File: config.mk
export PLATFORM = sky130hd
export DESIGN_NAME = info_frame_byte_stuffer_flat
export DESIGN_NICKNAME = d
export VERILOG_FILES = /design/src/rtl/ifbs_pkg.sv /design/src/rtl/ifbs_item_if.sv /design/src/rtl/ifbs_result_if.sv /design/src/rtl/ifbs_cfg_if.sv /design/src/rtl/ifbs_front.sv /design/src/rtl/ifbs_queue.sv /design/src/rtl/ifbs_back.sv /design/src/rtl/info_frame_byte_stuffer.sv /design/src/flat_wrapper.sv
export SDC_FILE = /design/constraint.sdc
export NUM_CORES = 1
export LEC_CHECK = 0
export ABC_AREA = 1
export BUFFER_PORTS_ARGS = -buffer_cell sky130_fd_sc_hd__buf_2
export CORE_UTILIZATION = 55
export CTS_CLUSTER_SIZE = 25
export DETAILED_ROUTE_END_ITERATION = 16
export PLACE_DENSITY = 0.73
export REMOVE_ABC_BUFFERS = 1
export SLEW_MARGIN = 20
export SYNTH_ARGS = -nofsm -noshare
export SYNTH_HDL_FRONTEND = slang
export SYNTH_HIERARCHICAL = 1
export SYNTH_SLANG_ARGS = --single-unit
File: constraint.sdc
create_clock -name clk -period 7.47 [get_ports clk]
set_input_delay 1.1205 -clock clk [delete_from_list [all_inputs] [get_ports clk]]
set_output_delay 1.1205 -clock clk [all_outputs]
set_load 0.01 [all_outputs]
File: src/rtl/ifbs_pkg.sv
// ----------------------------------------------------------------------------
// ifbs_pkg
// Shared types, constants and helpers for the information frame byte stuffer.
// ----------------------------------------------------------------------------
package ifbs_pkg;

	localparam logic [7:0] FRAME_FLAG   = 8'h7E;
	localparam logic [7:0] ESCAPE_BYTE  = 8'h7D;
	localparam logic [7:0] FLAG_SUBST   = 8'h5E;
	localparam logic [7:0] ESCAPE_SUBST = 8'h5D;

	// Item opcodes.
	localparam logic OP_DATA = 1'b0;
	localparam logic OP_ACK  = 1'b1;

	// Configuration register indexes.
	localparam int CFG_IDX_W = 2;
	localparam logic [CFG_IDX_W-1:0] CFG_ADDRESS   = 2'd0;
	localparam logic [CFG_IDX_W-1:0] CFG_CTRL_ZERO = 2'd1;
	localparam logic [CFG_IDX_W-1:0] CFG_CTRL_ONE  = 2'd2;

	localparam logic [7:0] ADDRESS_RESET   = 8'd3;
	localparam logic [7:0] CTRL_ZERO_RESET = 8'd0;
	localparam logic [7:0] CTRL_ONE_RESET  = 8'd64;

	// Default depth of the queue between the front and back parts.
	localparam int QUEUE_DEPTH = 2;

	// One classified payload request, everything the back part needs.
	typedef struct packed {
		logic       hdr;   // open a frame: flag, address, control, header check
		logic [7:0] addr;
		logic [7:0] ctrl;
		logic [7:0] data;
		logic       last;  // close the frame: check, closing flag
		logic [7:0] chk;   // payload check including this byte
	} frame_cmd_t;

	// Output steps of one request.
	typedef enum logic [8:0] {
		ST_FLAG  = 9'b000000001,
		ST_ADDR  = 9'b000000010,
		ST_CTRL  = 9'b000000100,
		ST_HCHK  = 9'b000001000,
		ST_DATA  = 9'b000010000,
		ST_DSUB  = 9'b000100000,
		ST_CHK   = 9'b001000000,
		ST_CSUB  = 9'b010000000,
		ST_CLOSE = 9'b100000000
	} emit_step_t;

	function automatic logic needs_escape(input logic [7:0] b);
		return (b == FRAME_FLAG) || (b == ESCAPE_BYTE);
	endfunction

	function automatic logic [7:0] escape_subst(input logic [7:0] b);
		return (b == FRAME_FLAG) ? FLAG_SUBST : ESCAPE_SUBST;
	endfunction

endpackage

File: src/rtl/ifbs_item_if.sv
// ----------------------------------------------------------------------------
// ifbs_item_if
// Input channel: payload bytes and acknowledgments.
// ----------------------------------------------------------------------------
interface ifbs_item_if;
	logic       valid;
	logic       ready;
	logic       op;
	logic [7:0] data_byte;
	logic       last;

	modport source (output valid, output op, output data_byte, output last, input ready);
	modport sink (input valid, input op, input data_byte, input last, output ready);
endinterface

File: src/rtl/ifbs_result_if.sv
// ----------------------------------------------------------------------------
// ifbs_result_if
// Output channel: one framed, stuffed byte per request.
// ----------------------------------------------------------------------------
interface ifbs_result_if;
	logic       valid;
	logic       ready;
	logic [7:0] out_byte;
	logic       burst_end;
	logic       frame_end;

	modport source (output valid, output out_byte, output burst_end, output frame_end,
		input ready);
	modport sink (input valid, input out_byte, input burst_end, input frame_end,
		output ready);
endinterface

File: src/rtl/ifbs_cfg_if.sv
// ----------------------------------------------------------------------------
// ifbs_cfg_if
// Configuration write channel: register index and write data.
// ----------------------------------------------------------------------------
interface ifbs_cfg_if;
	logic       valid;
	logic       ready;
	logic [1:0] index;
	logic [7:0] data;

	modport source (output valid, output index, output data, input ready);
	modport sink (input valid, input index, input data, output ready);
endinterface

File: src/rtl/ifbs_front.sv
// ----------------------------------------------------------------------------
// ifbs_front
// Accepts items, tracks frame state and turns each payload byte into a request.
// ----------------------------------------------------------------------------
module ifbs_front (
	input  logic               clk,
	input  logic               arst_n,
	ifbs_item_if.sink          item,
	ifbs_cfg_if.sink           cfg,
	input  logic               q_full,
	output logic               q_push,
	output ifbs_pkg::frame_cmd_t q_cmd
);
	import ifbs_pkg::*;

	logic [7:0] address_q;
	logic [7:0] ctrl_zero_q;
	logic [7:0] ctrl_one_q;
	logic       in_frame_q;
	logic [7:0] chk_q;
	logic       seq_q;
	logic       accept;
	logic [7:0] chk_next;

	assign cfg.ready  = 1'b1;
	assign item.ready = !q_full;
	assign accept     = item.valid && item.ready;
	assign q_push     = accept && (item.op == OP_DATA);

	assign chk_next = (in_frame_q ? chk_q : 8'h00) ^ item.data_byte;

	always_comb begin
		q_cmd.hdr  = !in_frame_q;
		q_cmd.addr = address_q;
		q_cmd.ctrl = seq_q ? ctrl_one_q : ctrl_zero_q;
		q_cmd.data = item.data_byte;
		q_cmd.last = item.last;
		q_cmd.chk  = chk_next;
	end

	always_ff @(posedge clk or negedge arst_n) begin
		if (!arst_n) begin
			address_q   <= ADDRESS_RESET;
			ctrl_zero_q <= CTRL_ZERO_RESET;
			ctrl_one_q  <= CTRL_ONE_RESET;
		end else if (cfg.valid && cfg.ready) begin
			unique case (cfg.index)
				CFG_ADDRESS:   address_q   <= cfg.data;
				CFG_CTRL_ZERO: ctrl_zero_q <= cfg.data;
				CFG_CTRL_ONE:  ctrl_one_q  <= cfg.data;
				default: ;
			endcase
		end
	end

	always_ff @(posedge clk or negedge arst_n) begin
		if (!arst_n) begin
			in_frame_q <= 1'b0;
			chk_q      <= 8'h00;
			seq_q      <= 1'b0;
		end else if (accept) begin
			if (item.op == OP_ACK) begin
				seq_q <= !seq_q;
			end else if (item.last) begin
				in_frame_q <= 1'b0;
				chk_q      <= 8'h00;
			end else begin
				in_frame_q <= 1'b1;
				chk_q      <= chk_next;
			end
		end
	end

endmodule

File: src/rtl/ifbs_queue.sv
// ----------------------------------------------------------------------------
// ifbs_queue
// Small first-in first-out queue of frame requests.
// ----------------------------------------------------------------------------
module ifbs_queue #(
	parameter int Depth = ifbs_pkg::QUEUE_DEPTH
) (
	input  logic                 clk,
	input  logic                 arst_n,
	input  logic                 push,
	input  ifbs_pkg::frame_cmd_t push_cmd,
	output logic                 full,
	input  logic                 pop,
	output logic                 head_valid,
	output ifbs_pkg::frame_cmd_t head_cmd
);
	import ifbs_pkg::*;

	localparam int PtrW = (Depth > 1) ? $clog2(Depth) : 1;
	localparam int CntW = $clog2(Depth + 1);
	localparam logic [PtrW-1:0] LastPtr = PtrW'(Depth - 1);
	localparam logic [CntW-1:0] FullCnt = CntW'(Depth);

	frame_cmd_t      mem_q [Depth];
	logic [PtrW-1:0] wr_ptr_q;
	logic [PtrW-1:0] rd_ptr_q;
	logic [CntW-1:0] count_q;
	logic            do_push;
	logic            do_pop;

	assign full       = (count_q == FullCnt);
	assign head_valid = (count_q != '0);
	assign head_cmd   = mem_q[rd_ptr_q];
	assign do_push    = push && !full;
	assign do_pop     = pop && head_valid;

	always_ff @(posedge clk) begin
		if (do_push) begin
			mem_q[wr_ptr_q] <= push_cmd;
		end
	end

	always_ff @(posedge clk or negedge arst_n) begin
		if (!arst_n) begin
			wr_ptr_q <= '0;
			rd_ptr_q <= '0;
			count_q  <= '0;
		end else begin
			if (do_push) begin
				wr_ptr_q <= (wr_ptr_q == LastPtr) ? '0 : wr_ptr_q + 1'b1;
			end
			if (do_pop) begin
				rd_ptr_q <= (rd_ptr_q == LastPtr) ? '0 : rd_ptr_q + 1'b1;
			end
			if (do_push && !do_pop) begin
				count_q <= count_q + 1'b1;
			end else if (do_pop && !do_push) begin
				count_q <= count_q - 1'b1;
			end
		end
	end

endmodule

File: src/rtl/ifbs_back.sv
// ----------------------------------------------------------------------------
// ifbs_back
// Steps through one request at a time and sends one output byte per cycle while the output side is ready.
// ----------------------------------------------------------------------------
module ifbs_back (
	input  logic                 clk,
	input  logic                 arst_n,
	input  logic                 head_valid,
	input  ifbs_pkg::frame_cmd_t head_cmd,
	output logic                 pop,
	ifbs_result_if.source        result
);
	import ifbs_pkg::*;

	emit_step_t step_q;
	logic       started_q;
	emit_step_t step_cur;
	emit_step_t step_nxt;
	logic [7:0] byte_cur;
	logic       is_close;
	logic       req_done;
	logic       advance;
	logic       out_valid_q;
	logic [7:0] out_byte_q;
	logic       burst_end_q;
	logic       frame_end_q;

	// A fresh request starts at the header or straight at its payload byte.
	assign step_cur = started_q ? step_q : (head_cmd.hdr ? ST_FLAG : ST_DATA);

	always_comb begin
		byte_cur = FRAME_FLAG;
		step_nxt = ST_FLAG;
		is_close = 1'b0;
		req_done = 1'b0;
		unique case (step_cur)
			ST_FLAG: begin
				byte_cur = FRAME_FLAG;
				step_nxt = ST_ADDR;
			end
			ST_ADDR: begin
				byte_cur = head_cmd.addr;
				step_nxt = ST_CTRL;
			end
			ST_CTRL: begin
				byte_cur = head_cmd.ctrl;
				step_nxt = ST_HCHK;
			end
			ST_HCHK: begin
				byte_cur = head_cmd.addr ^ head_cmd.ctrl;
				step_nxt = ST_DATA;
			end
			ST_DATA: begin
				if (needs_escape(head_cmd.data)) begin
					byte_cur = ESCAPE_BYTE;
					step_nxt = ST_DSUB;
				end else begin
					byte_cur = head_cmd.data;
					step_nxt = ST_CHK;
					req_done = !head_cmd.last;
				end
			end
			ST_DSUB: begin
				byte_cur = escape_subst(head_cmd.data);
				step_nxt = ST_CHK;
				req_done = !head_cmd.last;
			end
			ST_CHK: begin
				if (needs_escape(head_cmd.chk)) begin
					byte_cur = ESCAPE_BYTE;
					step_nxt = ST_CSUB;
				end else begin
					byte_cur = head_cmd.chk;
					step_nxt = ST_CLOSE;
				end
			end
			ST_CSUB: begin
				byte_cur = escape_subst(head_cmd.chk);
				step_nxt = ST_CLOSE;
			end
			ST_CLOSE: begin
				byte_cur = FRAME_FLAG;
				is_close = 1'b1;
				req_done = 1'b1;
			end
			default: begin
				req_done = 1'b1;
			end
		endcase
	end

	assign advance = head_valid && (!out_valid_q || result.ready);
	assign pop     = advance && req_done;

	always_ff @(posedge clk or negedge arst_n) begin
		if (!arst_n) begin
			step_q    <= ST_FLAG;
			started_q <= 1'b0;
		end else if (advance) begin
			started_q <= !req_done;
			step_q    <= step_nxt;
		end
	end

	always_ff @(posedge clk or negedge arst_n) begin
		if (!arst_n) begin
			out_valid_q <= 1'b0;
		end else if (advance) begin
			out_valid_q <= 1'b1;
		end else if (result.ready) begin
			out_valid_q <= 1'b0;
		end
	end

	always_ff @(posedge clk) begin
		if (advance) begin
			out_byte_q  <= byte_cur;
			burst_end_q <= req_done;
			frame_end_q <= is_close;
		end
	end

	assign result.valid     = out_valid_q;
	assign result.out_byte  = out_byte_q;
	assign result.burst_end = burst_end_q;
	assign result.frame_end = frame_end_q;

endmodule

File: src/rtl/info_frame_byte_stuffer.sv
// ----------------------------------------------------------------------------
// info_frame_byte_stuffer
// Builds information frames with byte stuffing from a stream of payload bytes.
// ----------------------------------------------------------------------------
// The block sends one output byte per clock cycle while the result side is
// ready. An acknowledgment causes no output byte, a plain payload byte
// causes one, an escaped one two, the first byte of a frame adds four header
// bytes and the last byte adds two or three for the check and closing flag.
// The output sequencer in the back part produces these bytes; the front part
// takes a new item in every cycle in which the request queue has room, so it
// keeps working while the back part is still sending an earlier frame.
// Configuration writes are always accepted and reach the next frame header.
// ----------------------------------------------------------------------------
module info_frame_byte_stuffer #(
	parameter int QueueDepth = ifbs_pkg::QUEUE_DEPTH
) (
	input  logic          clk,
	input  logic          arst_n,
	ifbs_item_if.sink     item,
	ifbs_result_if.source result,
	ifbs_cfg_if.sink      cfg
);
	import ifbs_pkg::*;

	// Requests from the front part, one per payload byte, waiting for the
	// back part. Acknowledgments only touch the sequence bit and never
	// enter the queue.
	frame_cmd_t push_cmd;
	frame_cmd_t head_cmd;
	logic       push;
	logic       full;
	logic       pop;
	logic       head_valid;

	// The front part classifies each item: it decides whether a header is
	// due, picks the control byte for the current sequence bit and keeps the
	// running payload check, so every request is complete in itself.
	ifbs_front u_front (
		.clk    (clk),
		.arst_n (arst_n),
		.item   (item),
		.cfg    (cfg),
		.q_full (full),
		.q_push (push),
		.q_cmd  (push_cmd)
	);

	// The queue lets the two parts stall independently.
	ifbs_queue #(
		.Depth (QueueDepth)
	) u_queue (
		.clk        (clk),
		.arst_n     (arst_n),
		.push       (push),
		.push_cmd   (push_cmd),
		.full       (full),
		.pop        (pop),
		.head_valid (head_valid),
		.head_cmd   (head_cmd)
	);

	// The back part walks a request through its bytes, escaping the payload
	// byte and the payload check where needed, and holds each byte in an
	// output register until the consumer takes it.
	ifbs_back u_back (
		.clk        (clk),
		.arst_n     (arst_n),
		.head_valid (head_valid),
		.head_cmd   (head_cmd),
		.pop        (pop),
		.result     (result)
	);

endmodule

File: src/flat_wrapper.sv
// flat-port wrapper written by rule: the top's interface ports become plain ports
module info_frame_byte_stuffer_flat import ifbs_pkg::*;
#(
	parameter int QueueDepth = ifbs_pkg::QUEUE_DEPTH
)
  (clk, arst_n, item_valid, item_op, item_data_byte, item_last, item_ready, result_valid, result_out_byte, result_burst_end, result_frame_end, result_ready, cfg_valid, cfg_index, cfg_data, cfg_ready);
  ifbs_item_if item_i ();
  ifbs_result_if result_i ();
  ifbs_cfg_if cfg_i ();
  input  logic clk;
  input  logic arst_n;
  input wire logic [$bits(item_i.valid)-1:0] item_valid;
  input wire logic [$bits(item_i.op)-1:0] item_op;
  input wire logic [$bits(item_i.data_byte)-1:0] item_data_byte;
  input wire logic [$bits(item_i.last)-1:0] item_last;
  output wire logic [$bits(item_i.ready)-1:0] item_ready;
  output wire logic [$bits(result_i.valid)-1:0] result_valid;
  output wire logic [$bits(result_i.out_byte)-1:0] result_out_byte;
  output wire logic [$bits(result_i.burst_end)-1:0] result_burst_end;
  output wire logic [$bits(result_i.frame_end)-1:0] result_frame_end;
  input wire logic [$bits(result_i.ready)-1:0] result_ready;
  input wire logic [$bits(cfg_i.valid)-1:0] cfg_valid;
  input wire logic [$bits(cfg_i.index)-1:0] cfg_index;
  input wire logic [$bits(cfg_i.data)-1:0] cfg_data;
  output wire logic [$bits(cfg_i.ready)-1:0] cfg_ready;
  assign item_i.valid = item_valid;
  assign item_i.op = item_op;
  assign item_i.data_byte = item_data_byte;
  assign item_i.last = item_last;
  assign item_ready = item_i.ready;
  assign result_valid = result_i.valid;
  assign result_out_byte = result_i.out_byte;
  assign result_burst_end = result_i.burst_end;
  assign result_frame_end = result_i.frame_end;
  assign result_i.ready = result_ready;
  assign cfg_i.valid = cfg_valid;
  assign cfg_i.index = cfg_index;
  assign cfg_i.data = cfg_data;
  assign cfg_ready = cfg_i.ready;
  info_frame_byte_stuffer #(.QueueDepth(QueueDepth)) u_core (.clk(clk), .arst_n(arst_n), .item(item_i), .result(result_i), .cfg(cfg_i));
endmodule
==> flow_metrics.tcl, run 1 <==
set metrics [dict create \
    run_status "completed" \
    slowest_delay_ns 0.36 \
    port-buffer-count 36 \
    fin_skew_ns 0.00840 \
    rsz0062_at_grt "false" \
    postRouteAntennaNets 0 \
    fmax_mhz 341 \
    rows 38 \
    grt.total_usage 0.238 \
    internal_power_mw 1.75 \
    crit_chain "buf_4, inv_8, nand2_2, nand2_1, inv_1, nand2_2, nand3_4, nor2_4, nand2_2, nand2_2, nor2_4, nand2_2, a21oi_2, nand2_2, ha_1, inv_1, nand3_1, nand2_1, nand2_1" \
    ir_worst_vdd_mv 0.318 \
    avgSynthCellArea_um2 9.36 \
    worst-path-max-fanout 36 \
    cp-start-kind "flip-flop" \
    drive_gt1_frac 0.208 \
    r2r-end "u_core/u_queue/count_q[1]" \
    r2r_slack_ns 4.54 \
    diodes 0 \
    postCtsSetupBuffers 0 \
    root_buffer "clkbuf_16" \
    numCtsBuffers 17 \
    route.met2.wl_um 6070 \
    maxSlewViolCount 0 \
    drv_cap 0 \
    die_x_um 109 \
    n_fill_cell 860 \
    synth_cells 673 \
    dieArea_mm2 0.0119 \
    dr.pass1.iters 5 \
    htree_num_levels 4 \
    arrival_ns 3.23 \
    synth_edf_count 78 \
    slew_headroom 0.510 \
    cts_tree "done" \
    post-route-worst-setup-slack_ns 4.54 \
    final_util 0.641 \
    grt_overflow 0 \
    endpoint_kind "flip-flop" \
    regArea_mm2 0.00357 \
    p_switching_mw 0.977 \
    ys.flop_type "edfxtp_1" \
    multi_input_area_mm2 0.00225 \
    cts-resized-gates 0 \
    tns_ns 0 \
    ys_seq_area_frac 0.567 \
    tightest_slew_ns 0.734 \
    combPwrFrac 0.301 \
    hold_end "u_core/u_queue/mem_q[0][31]" \
    holdPathStages 0 \
    crit_top_cell "nand2_2" \
    clock_power_share 0.319 \
    ys_ff_latch 127 \
    p_leak_nw 3.19 \
    top_layer_used "met4" \
    start_util 0.573 \
    wl_per_cell_um 14.7 \
    holdCritStartpoint "u_core/u_front/address_q[6]" \
    period_share 0.392 \
    antenna_found_initial 0 \
    seq_power_share 0.380 \
    grt_start_max_net_pins 50 \
    cts_hold_buf 0 \
    syn_area_mm2 0.00630 \
    clk_path_buf_depth 2 \
    cp.required_ns 7.77 \
    grt_pass1_vias 4419 \
    hold_violations 0 \
    fin_crit_ns 2.93 \
    worst_hold_path_type "reg2reg" \
    vias_per_cell 5.27 \
    worst-r2r-cell-count 19 \
    critPathSlowestCell "dfrtp_1" \
    io_pins 38 \
    cts.sinks 127 \
    route.met3.wl_um 666 \
    synth.distinct_cells 36 \
    setup_viol 0 \
    power_per_cell_area_mw_per_mm2 387 \
    clkTransAtPathRegs_ns 0.06 \
    area_growth_syn_to_layout_pct 11.9 \
    wl_um 12600 \
    drtIter0Drc 351 \
    vias 4507 \
    wirelength_met1_um 5600 \
    worstSetupPathType "reg2reg" \
    ys_warn_count 6 \
    nNetsFinal 728 \
    hpwl_um 8470 \
    dp_worst_setup_slack_ns 4.58 \
    coreArea_mm2 0.0110 \
    rr_startpoint "u_core/u_queue/rd_ptr_q" \
    drcViolationCount 0 \
    fp.dieH_um 109 \
    insertion_delay_ns 0.41 \
    switching_share 0.358 \
    place_congestion 0.931 \
    async_reset_ff_frac 0.386 \
    grt_pass1_wl_um 20900 \
]
==> metal layers <==
layer,track usage,up-vias
met5,0,-
met4,0.101,0
met3,0.0616,18
met2,0.383,142
met1,0.305,2114
li1,-,2233
==> final cells by class <==
type	instances	share of cell area
clock buffer	19	0.0629
clock inverter	13	0.0263
inverter	54	0.0298
multi-input combinational	462	0.319
sequential	127	0.507
tap	140	0.0249
timing repair buffer	40	0.0298
==> cell usage in the layout (no fill, tap or decap), types with 5 or more instances in the layout <==
cell       synthesis  final
dfrtp_1           45     45
inv_1             50     50
nand2_2           31     31
edfxtp_1          78     78
nor2_4             5      5
nand4_1           14     14
nand2_1          256    256
nand3_1           26     26
buf_2              2     36
nor2_2             5      6
xnor2_1            7      7
nor3_1             5      5
nand3b_1           8      8
nor2_1            43     42
clkbuf_16          0     17
o21ai_2           24     24
o21ai_0           20     20
==> state kept, by name (all words and copies together), names as in the netlist <==
name                            count
u_core/u_back/result.burst_end      1
u_core/u_back/result.frame_end      1
u_core/u_back/result.out_byte       8
u_core/u_back/result.valid          1
u_core/u_back/started_q             1
u_core/u_back/step_q                9
u_core/u_front/address_q            8
u_core/u_front/chk_q                8
u_core/u_front/ctrl_one_q           8
u_core/u_front/ctrl_zero_q          8
u_core/u_front/in_frame_q           1
u_core/u_front/seq_q                1
u_core/u_queue/count_q              2
u_core/u_queue/mem_q               68
u_core/u_queue/rd_ptr_q             1
u_core/u_queue/wr_ptr_q             1
==> logic make-up (layout without fill, tap and decap cells) <==
kind of cell    count (synthesis)  in the layout  share of synthesized area
fa+ha+maj                       1              1                    0.00199
compound gates                 51             51                     0.0562
buf+inv                        84            126                     0.0761
xor+xnor                        9              9                     0.0125
other cells                     1              1                   0.000595
simple gates                  400            400                      0.285
flops                         127            127                      0.567
==> cells in the mapped netlist (3+ instances only) <==
library cell  number  area, um^2
buf_4             14         105
buf_6             12         135
dfrtp_1           45        1130
dfstp_2            4         105
edfxtp_1          78        2340
inv_1             50         188
nand2_1          256         961
nand2_2           31         194
nand3_1           26         130
nand3b_1           8        60.1
nand4_1           14        87.6
nor2_1            43         161
nor2_2             5        31.3
nor2_4             5        56.3
nor3_1             5        25.0
o21ai_0           20         100
o21ai_1            3        15.0
o21ai_2           24         210
xnor2_1            7        61.3
==> power by group through the flow <==
stage               sequential (mW)  combinational, mW  clock, mW
floorplan                      1.06              0.564          0
global placement               1.04              0.789          0
detailed placement             1.05              0.813          0
CTS                            1.04              0.820      0.885
global route                   1.05              0.929      0.916
finish                         1.04              0.822      0.871
==> worst max path at each step <==
stage | from | slack (ns) | to | depth (start not counted)
finish | u_core/u_queue/rd_ptr_q | 4.54 | u_core/u_queue/count_q[1] | 19
global route | u_core/u_queue/rd_ptr_q | 4.30 | u_core/u_queue/count_q[1] | 19
CTS | u_core/u_queue/rd_ptr_q | 4.56 | u_core/u_queue/count_q[1] | 19
detailed placement | u_core/u_queue/rd_ptr_q | 4.58 | u_core/u_queue/count_q[1] | 19
global placement | item_op | 4.66 | u_core/u_queue/mem_q[0][8] | 9
floorplan | item_op | 4.05 | u_core/u_queue/mem_q[1][0] | 5
==> worst max-delay path: cells and delay by family, from the launching register on <==
family | cells | cell delay [ns]
DFF | 1 | 0.36
and+or+nand+nor | 13 | 1.47
AOI/OAI and AO/OA | 1 | 0.08
adders and majority gates | 1 | 0.25
buffers and inverters | 4 | 0.63
==> metrics by stage <==
step	hold WS, ns	area [um^2]	total power, mW	cells
finish	0.466	7040	2.73	855
global route	0.488	7040	2.90	855
CTS	0.467	7040	2.74	855
detailed placement	0.456	6420	1.86	823
global placement	0.454	6420	1.83	823
floorplan	0.442	6030	1.62	643
(Power assumes the default switching activity.)
==> inputs of run 2 (changes only) <==
- clock period: 7.47 -> 3 ns (I/O delays scaled with it)
==> flow_metrics.tcl, run 2 (synthesis gave the netlist of run 1 again) <==
set metrics [dict create \
    clock_power_share 0.304 \
    slew_headroom 0.556 \
    endpoint_kind "flip-flop" \
    period_share 0.896 \
    clkTransAtPathRegs_ns 0.06 \
    largest-register "u_core/u_queue/mem_q" \
    coreArea_mm2 0.0110 \
    final_cell_mix "nand2_1 (256), edfxtp_1 (78), inv_1 (50)" \
    hold_violations 0 \
    cts.sinks 127 \
    slowest_delay_ns 0.56 \
    setup_viol 0 \
    worst-path-max-fanout 23 \
    seq_power_share 0.383 \
    ir_worst_vdd_mv 0.729 \
    fp.dieH_um 109 \
    vias_per_cell 5.32 \
    insertion_delay_ns 0.42 \
    power_per_cell_area_mw_per_mm2 958 \
    dieArea_mm2 0.0119 \
    diodes 0 \
    dp_worst_setup_slack_ns 0.343 \
    drv_cap 0 \
    largest_reg_flops 68 \
    rsz0062_at_grt "false" \
    cts_tree "done" \
    drcViolationCount 0 \
    cts_hold_buf 0 \
    run_status "completed" \
    tns_ns 0 \
    reg.largest.list "u_core/u_queue/mem_q x68, u_core/u_back/step_q x9" \
    switching_share 0.364 \
    cp-start-kind "flip-flop" \
    nNetsFinal 733 \
    postCtsSetupBuffers 0 \
    start_util 0.573 \
    grt_pass1_vias 4480 \
    io_pins 38 \
    hpwl_um 8930 \
    area_growth_syn_to_layout_pct 11.9 \
    combPwrFrac 0.313 \
    fin_total_pwr_mw 6.75 \
    fin_skew_ns 0.00773 \
    worst_hold_path_type "in2async" \
    numCtsBuffers 17 \
    dr.pass1.iters 6 \
    grt_pass1_wl_um 21100 \
    final_common_cell "nand2_1" \
    rows 38 \
    vias 4578 \
    drive_gt1_frac 0.213 \
    p_switching_mw 2.46 \
    tightest_slew_ns 0.666 \
    worstSetupPathType "reg2reg" \
    fin_crit_ns 2.69 \
    fmax_mhz 372 \
    n_fill_cell 885 \
    cp.required_ns 3.31 \
    wl_um 12900 \
    grt.total_usage 0.242 \
    place_congestion 0.913 \
    postRouteAntennaNets 0 \
    root_buffer "clkbuf_16" \
    htree_num_levels 4 \
    grt_start_max_net_pins 49 \
    crit_top_cell "nand2_1" \
    antenna_found_initial 0 \
    cts-resized-gates 0 \
    wl_per_cell_um 15.0 \
    port-buffer-count 36 \
    regArea_mm2 0.00357 \
    drtIter0Drc 303 \
    arrival_ns 3.00 \
    grt_overflow 0 \
    crit_chain "inv_8, nand2_2, nand2_1, nand2_1, nand3_4, nor2_4, nand2_2, nand2_1, nand2_1, a21oi_2, nand2_2, ha_1, inv_1, nand3_1, nand2_1, nand2_1" \
    maxSlewViolCount 0 \
    multi_input_area_mm2 0.00225 \
    p_leak_nw 3.20 \
    post-route-worst-setup-slack_ns 0.313 \
    internal_power_mw 4.30 \
    critPathSlowestCell "dfrtp_1" \
    clk_path_buf_depth 2 \
    die_x_um 109 \
]
-- run 2: changes by cell type in the layout (fill, tap and decap cells not counted), sizes merged --
cell	previous run	this run
bufinv	4	3
clkinv	7	8
buf	40	45
inv	55	56
clkbuf	19	18
-- run 2: worst paths after layout --
| path | from | to | slack (ns) | cells after the start |
|---|---|---|---|---|
| hold / removal | arst_n | u_core/u_front/chk_q[3] | 0.06 | 1 |
| hold reg to reg | u_core/u_front/address_q[5] | u_core/u_queue/mem_q[0][30] | 0.46 | 0 |
| max in group asynchronous | arst_n | u_core/u_front/address_q[0] | 2.33 | 2 |
| setup / recovery | u_core/u_queue/rd_ptr_q | u_core/u_queue/count_q[1] | 0.31 | 16 |
| min in group clk | item_data_byte[2] | u_core/u_queue/mem_q[1][11] | 0.24 | 1 |
| setup reg to reg | u_core/u_queue/rd_ptr_q | u_core/u_queue/count_q[1] | 0.31 | 16 |
-- run 2: metrics by stage --
step	util	hold slack, ns	cells	instance area [um^2]
finish	0.642	0.0619	860	7050
global route	0.642	0.110	860	7050
CTS	0.642	0.0760	860	7050
detailed placement	0.588	0.454	828	6460
global placement	0.588	0.452	828	6450
floorplan	-	0.154	643	6030
-- run 2: layout make-up --
class | instances | area share
inverters | 54 | 0.0298
well taps | 140 | 0.0248
clock buffers | 18 | 0.0609
flip-flops and latches | 127 | 0.507
multi-input cells | 462 | 0.319
repair buffers | 45 | 0.0355
clock inverters | 14 | 0.0233
-- run 2: power by group through the flow --
stage	Combinational, mW	Clock [mW]	Sequential [mW]
2_1_floorplan	1.40	0	2.63
3_3_place_gp	2.04	0	2.60
3_5_place_dp	2.10	0	2.61
4_1_cts	2.11	2.08	2.59
5_1_grt	2.38	2.15	2.63
6_report	2.11	2.05	2.59
-- run 2: metal layers --
metal  part of all wire  track usage  vias to the layer above  routed length (um)
met2               0.48        0.377                      119                6130
met1               0.44        0.303                     2177                5710
li1                   -            -                     2249                   -
met3              0.040       0.0592                       33                 517
met5                  0            0                        -                   0
met4              0.040        0.154                        0                 512
-- run 2: worst max-delay path, delay by kind of cell (launching register included) --
family / cells / cell delay, ns
compound gates: 1 / 0.19
fa+ha+maj: 1 / 0.32
buf+inv: 2 / 0.22
flops: 1 / 0.56
simple gates: 12 / 1.26
==> inputs of run 3 (changes only) <==
- BUFFER_PORTS_ARGS: -buffer_cell sky130_fd_sc_hd__buf_2 -> unset
- DONT_BUFFER_PORTS: unset -> 1
- PLACE_DENSITY: 0.73 -> 0.7
==> flow_metrics.tcl, run 3 (synthesis gave the netlist of run 1 again) <==
set metrics [dict create \
    dieArea_mm2 0.0119 \
    worst_hold_path_type "in2reg" \
    power_per_cell_area_mw_per_mm2 962 \
    grt.total_usage 0.232 \
    critPathSlowestCell "dfrtp_1" \
    coreArea_mm2 0.0110 \
    largest_reg_flops 68 \
    place_congestion 0.909 \
    reg.largest.list "u_core/u_queue/mem_q x68, u_core/u_back/step_q x9" \
    drive_gt1_frac 0.173 \
    postCtsSetupBuffers 0 \
    fin_skew_ns 0.0110 \
    ir_worst_vdd_mv 0.513 \
    arrival_ns 3.00 \
    rows 38 \
    clkTransAtPathRegs_ns 0.06 \
    run_status "completed" \
    p_leak_nw 3.06 \
    cp-start-kind "flip-flop" \
    fin_crit_ns 2.69 \
    cts-resized-gates 0 \
    cp.required_ns 3.30 \
    fp.dieH_um 109 \
    die_x_um 109 \
    hold_ws_ns 0.119 \
    numCtsBuffers 17 \
    final_cell_mix "nand2_1 (256), edfxtp_1 (78), inv_1 (50)" \
    drtIter0Drc 278 \
    drcViolationCount 0 \
    tns_ns 0 \
    crit_chain "inv_1, nand2_2, nand3_4, nor2_4, nand2_2, nand2_2, nor2_4, nand2_2, a21oi_2, nand2_2, ha_1, inv_1, nand3_1, nand2_1, nand2_1" \
    drv_cap 0 \
    regArea_mm2 0.00357 \
    wl_per_cell_um 14.9 \
    worstSetupPathType "reg2reg" \
    start_util 0.573 \
    n_fill_cell 870 \
    grt_start_max_net_pins 50 \
    crit_family "simple AND/OR/NAND/NOR gates" \
    rsz0062_at_grt "false" \
    vias_per_cell 5.31 \
    grt_overflow 0 \
    insertion_delay_ns 0.42 \
    area_growth_syn_to_layout_pct 9.56 \
    fmax_mhz 371 \
    maxSlewViolCount 0 \
    postRouteAntennaNets 0 \
    multi_input_area_mm2 0.00225 \
    grt_pass1_vias 4267 \
    instances_no_fill 826 \
    setup_viol 0 \
    slowest_delay_ns 0.64 \
    nNetsFinal 699 \
    hold_violations 0 \
    grt_pass1_wl_um 20400 \
    wl_um 12300 \
    cts_tree "done" \
    largest-register "u_core/u_queue/mem_q" \
    endpoint_kind "flip-flop" \
    r2r_slack_ns 0.31 \
    crit_top_cell "nand2_2" \
    htree_num_levels 4 \
    cts_hold_buf 2 \
    diodes 0 \
    cts.sinks 127 \
    port-buffer-count 0 \
    tightest_slew_ns 0.665 \
    io_pins 38 \
    crit_buf_inv 2 \
    clk_path_buf_depth 2 \
    root_buffer "clkbuf_16" \
    final_util 0.628 \
    place_inst 792 \
    slew_headroom 0.556 \
    final_common_cell "nand2_1" \
    period_share 0.897 \
    hpwl_um 8480 \
    worst-path-max-fanout 14 \
    dr.pass1.iters 5 \
    antenna_found_initial 0 \
    vias 4383 \
]
[run 3: routing by layer]
layer	share of wire	vias up	GRT usage	wire, um
met1	0.46	2075	0.299	5610
met3	0.049	19	0.0658	606
met4	0.016	0	0.0888	197
li1	-	2175	-	-
met2	0.48	114	0.371	5900
met5	0	-	0	0
[run 3: path summary, 6_finish.rpt]
check	endpoint	depth (start not counted)	start
max in group asynchronous	u_core/u_front/ctrl_one_q[6]	2	arst_n
worst max-delay path	u_core/u_queue/count_q[1]	15	u_core/u_back/started_q
worst min-delay path	u_core/u_queue/mem_q[0][13]	0	item_data_byte[4]
min in group asynchronous	u_core/u_queue/rd_ptr_q	2	arst_n
worst min register to register	u_core/u_queue/mem_q[1][28]	0	u_core/u_front/address_q[3]
worst max register to register	u_core/u_queue/count_q[1]	15	u_core/u_back/started_q
[run 3: where the power goes]
| group | switching, mW | total (mW) | leakage (nW) | internal, mW |
|---|---|---|---|---|
| clock | 0.796 | 2.03 | 0.271 | 1.24 |
| sequential | 0.294 | 2.63 | 1.33 | 2.34 |
| combinational | 1.36 | 1.97 | 1.46 | 0.605 |
[run 3: metrics by stage]
stage	cell area [um^2]	total power [mW]	worst slack (ns)
floorplan	6030	4.04	0.0635
global placement	6270	4.56	0.435
detailed placement	6270	4.61	0.374
CTS	6900	6.67	0.369
global route	6900	7.04	0.121
finish	6900	6.64	0.308
[run 3: final cells by class]
type	count	area share
Sequential cell	127	0.518
Multi-Input combinational cell	462	0.326
Clock buffer	18	0.0622
Inverter	54	0.0305
Tap cell	140	0.0254
Clock inverter	14	0.0230
Timing Repair Buffer	11	0.0152
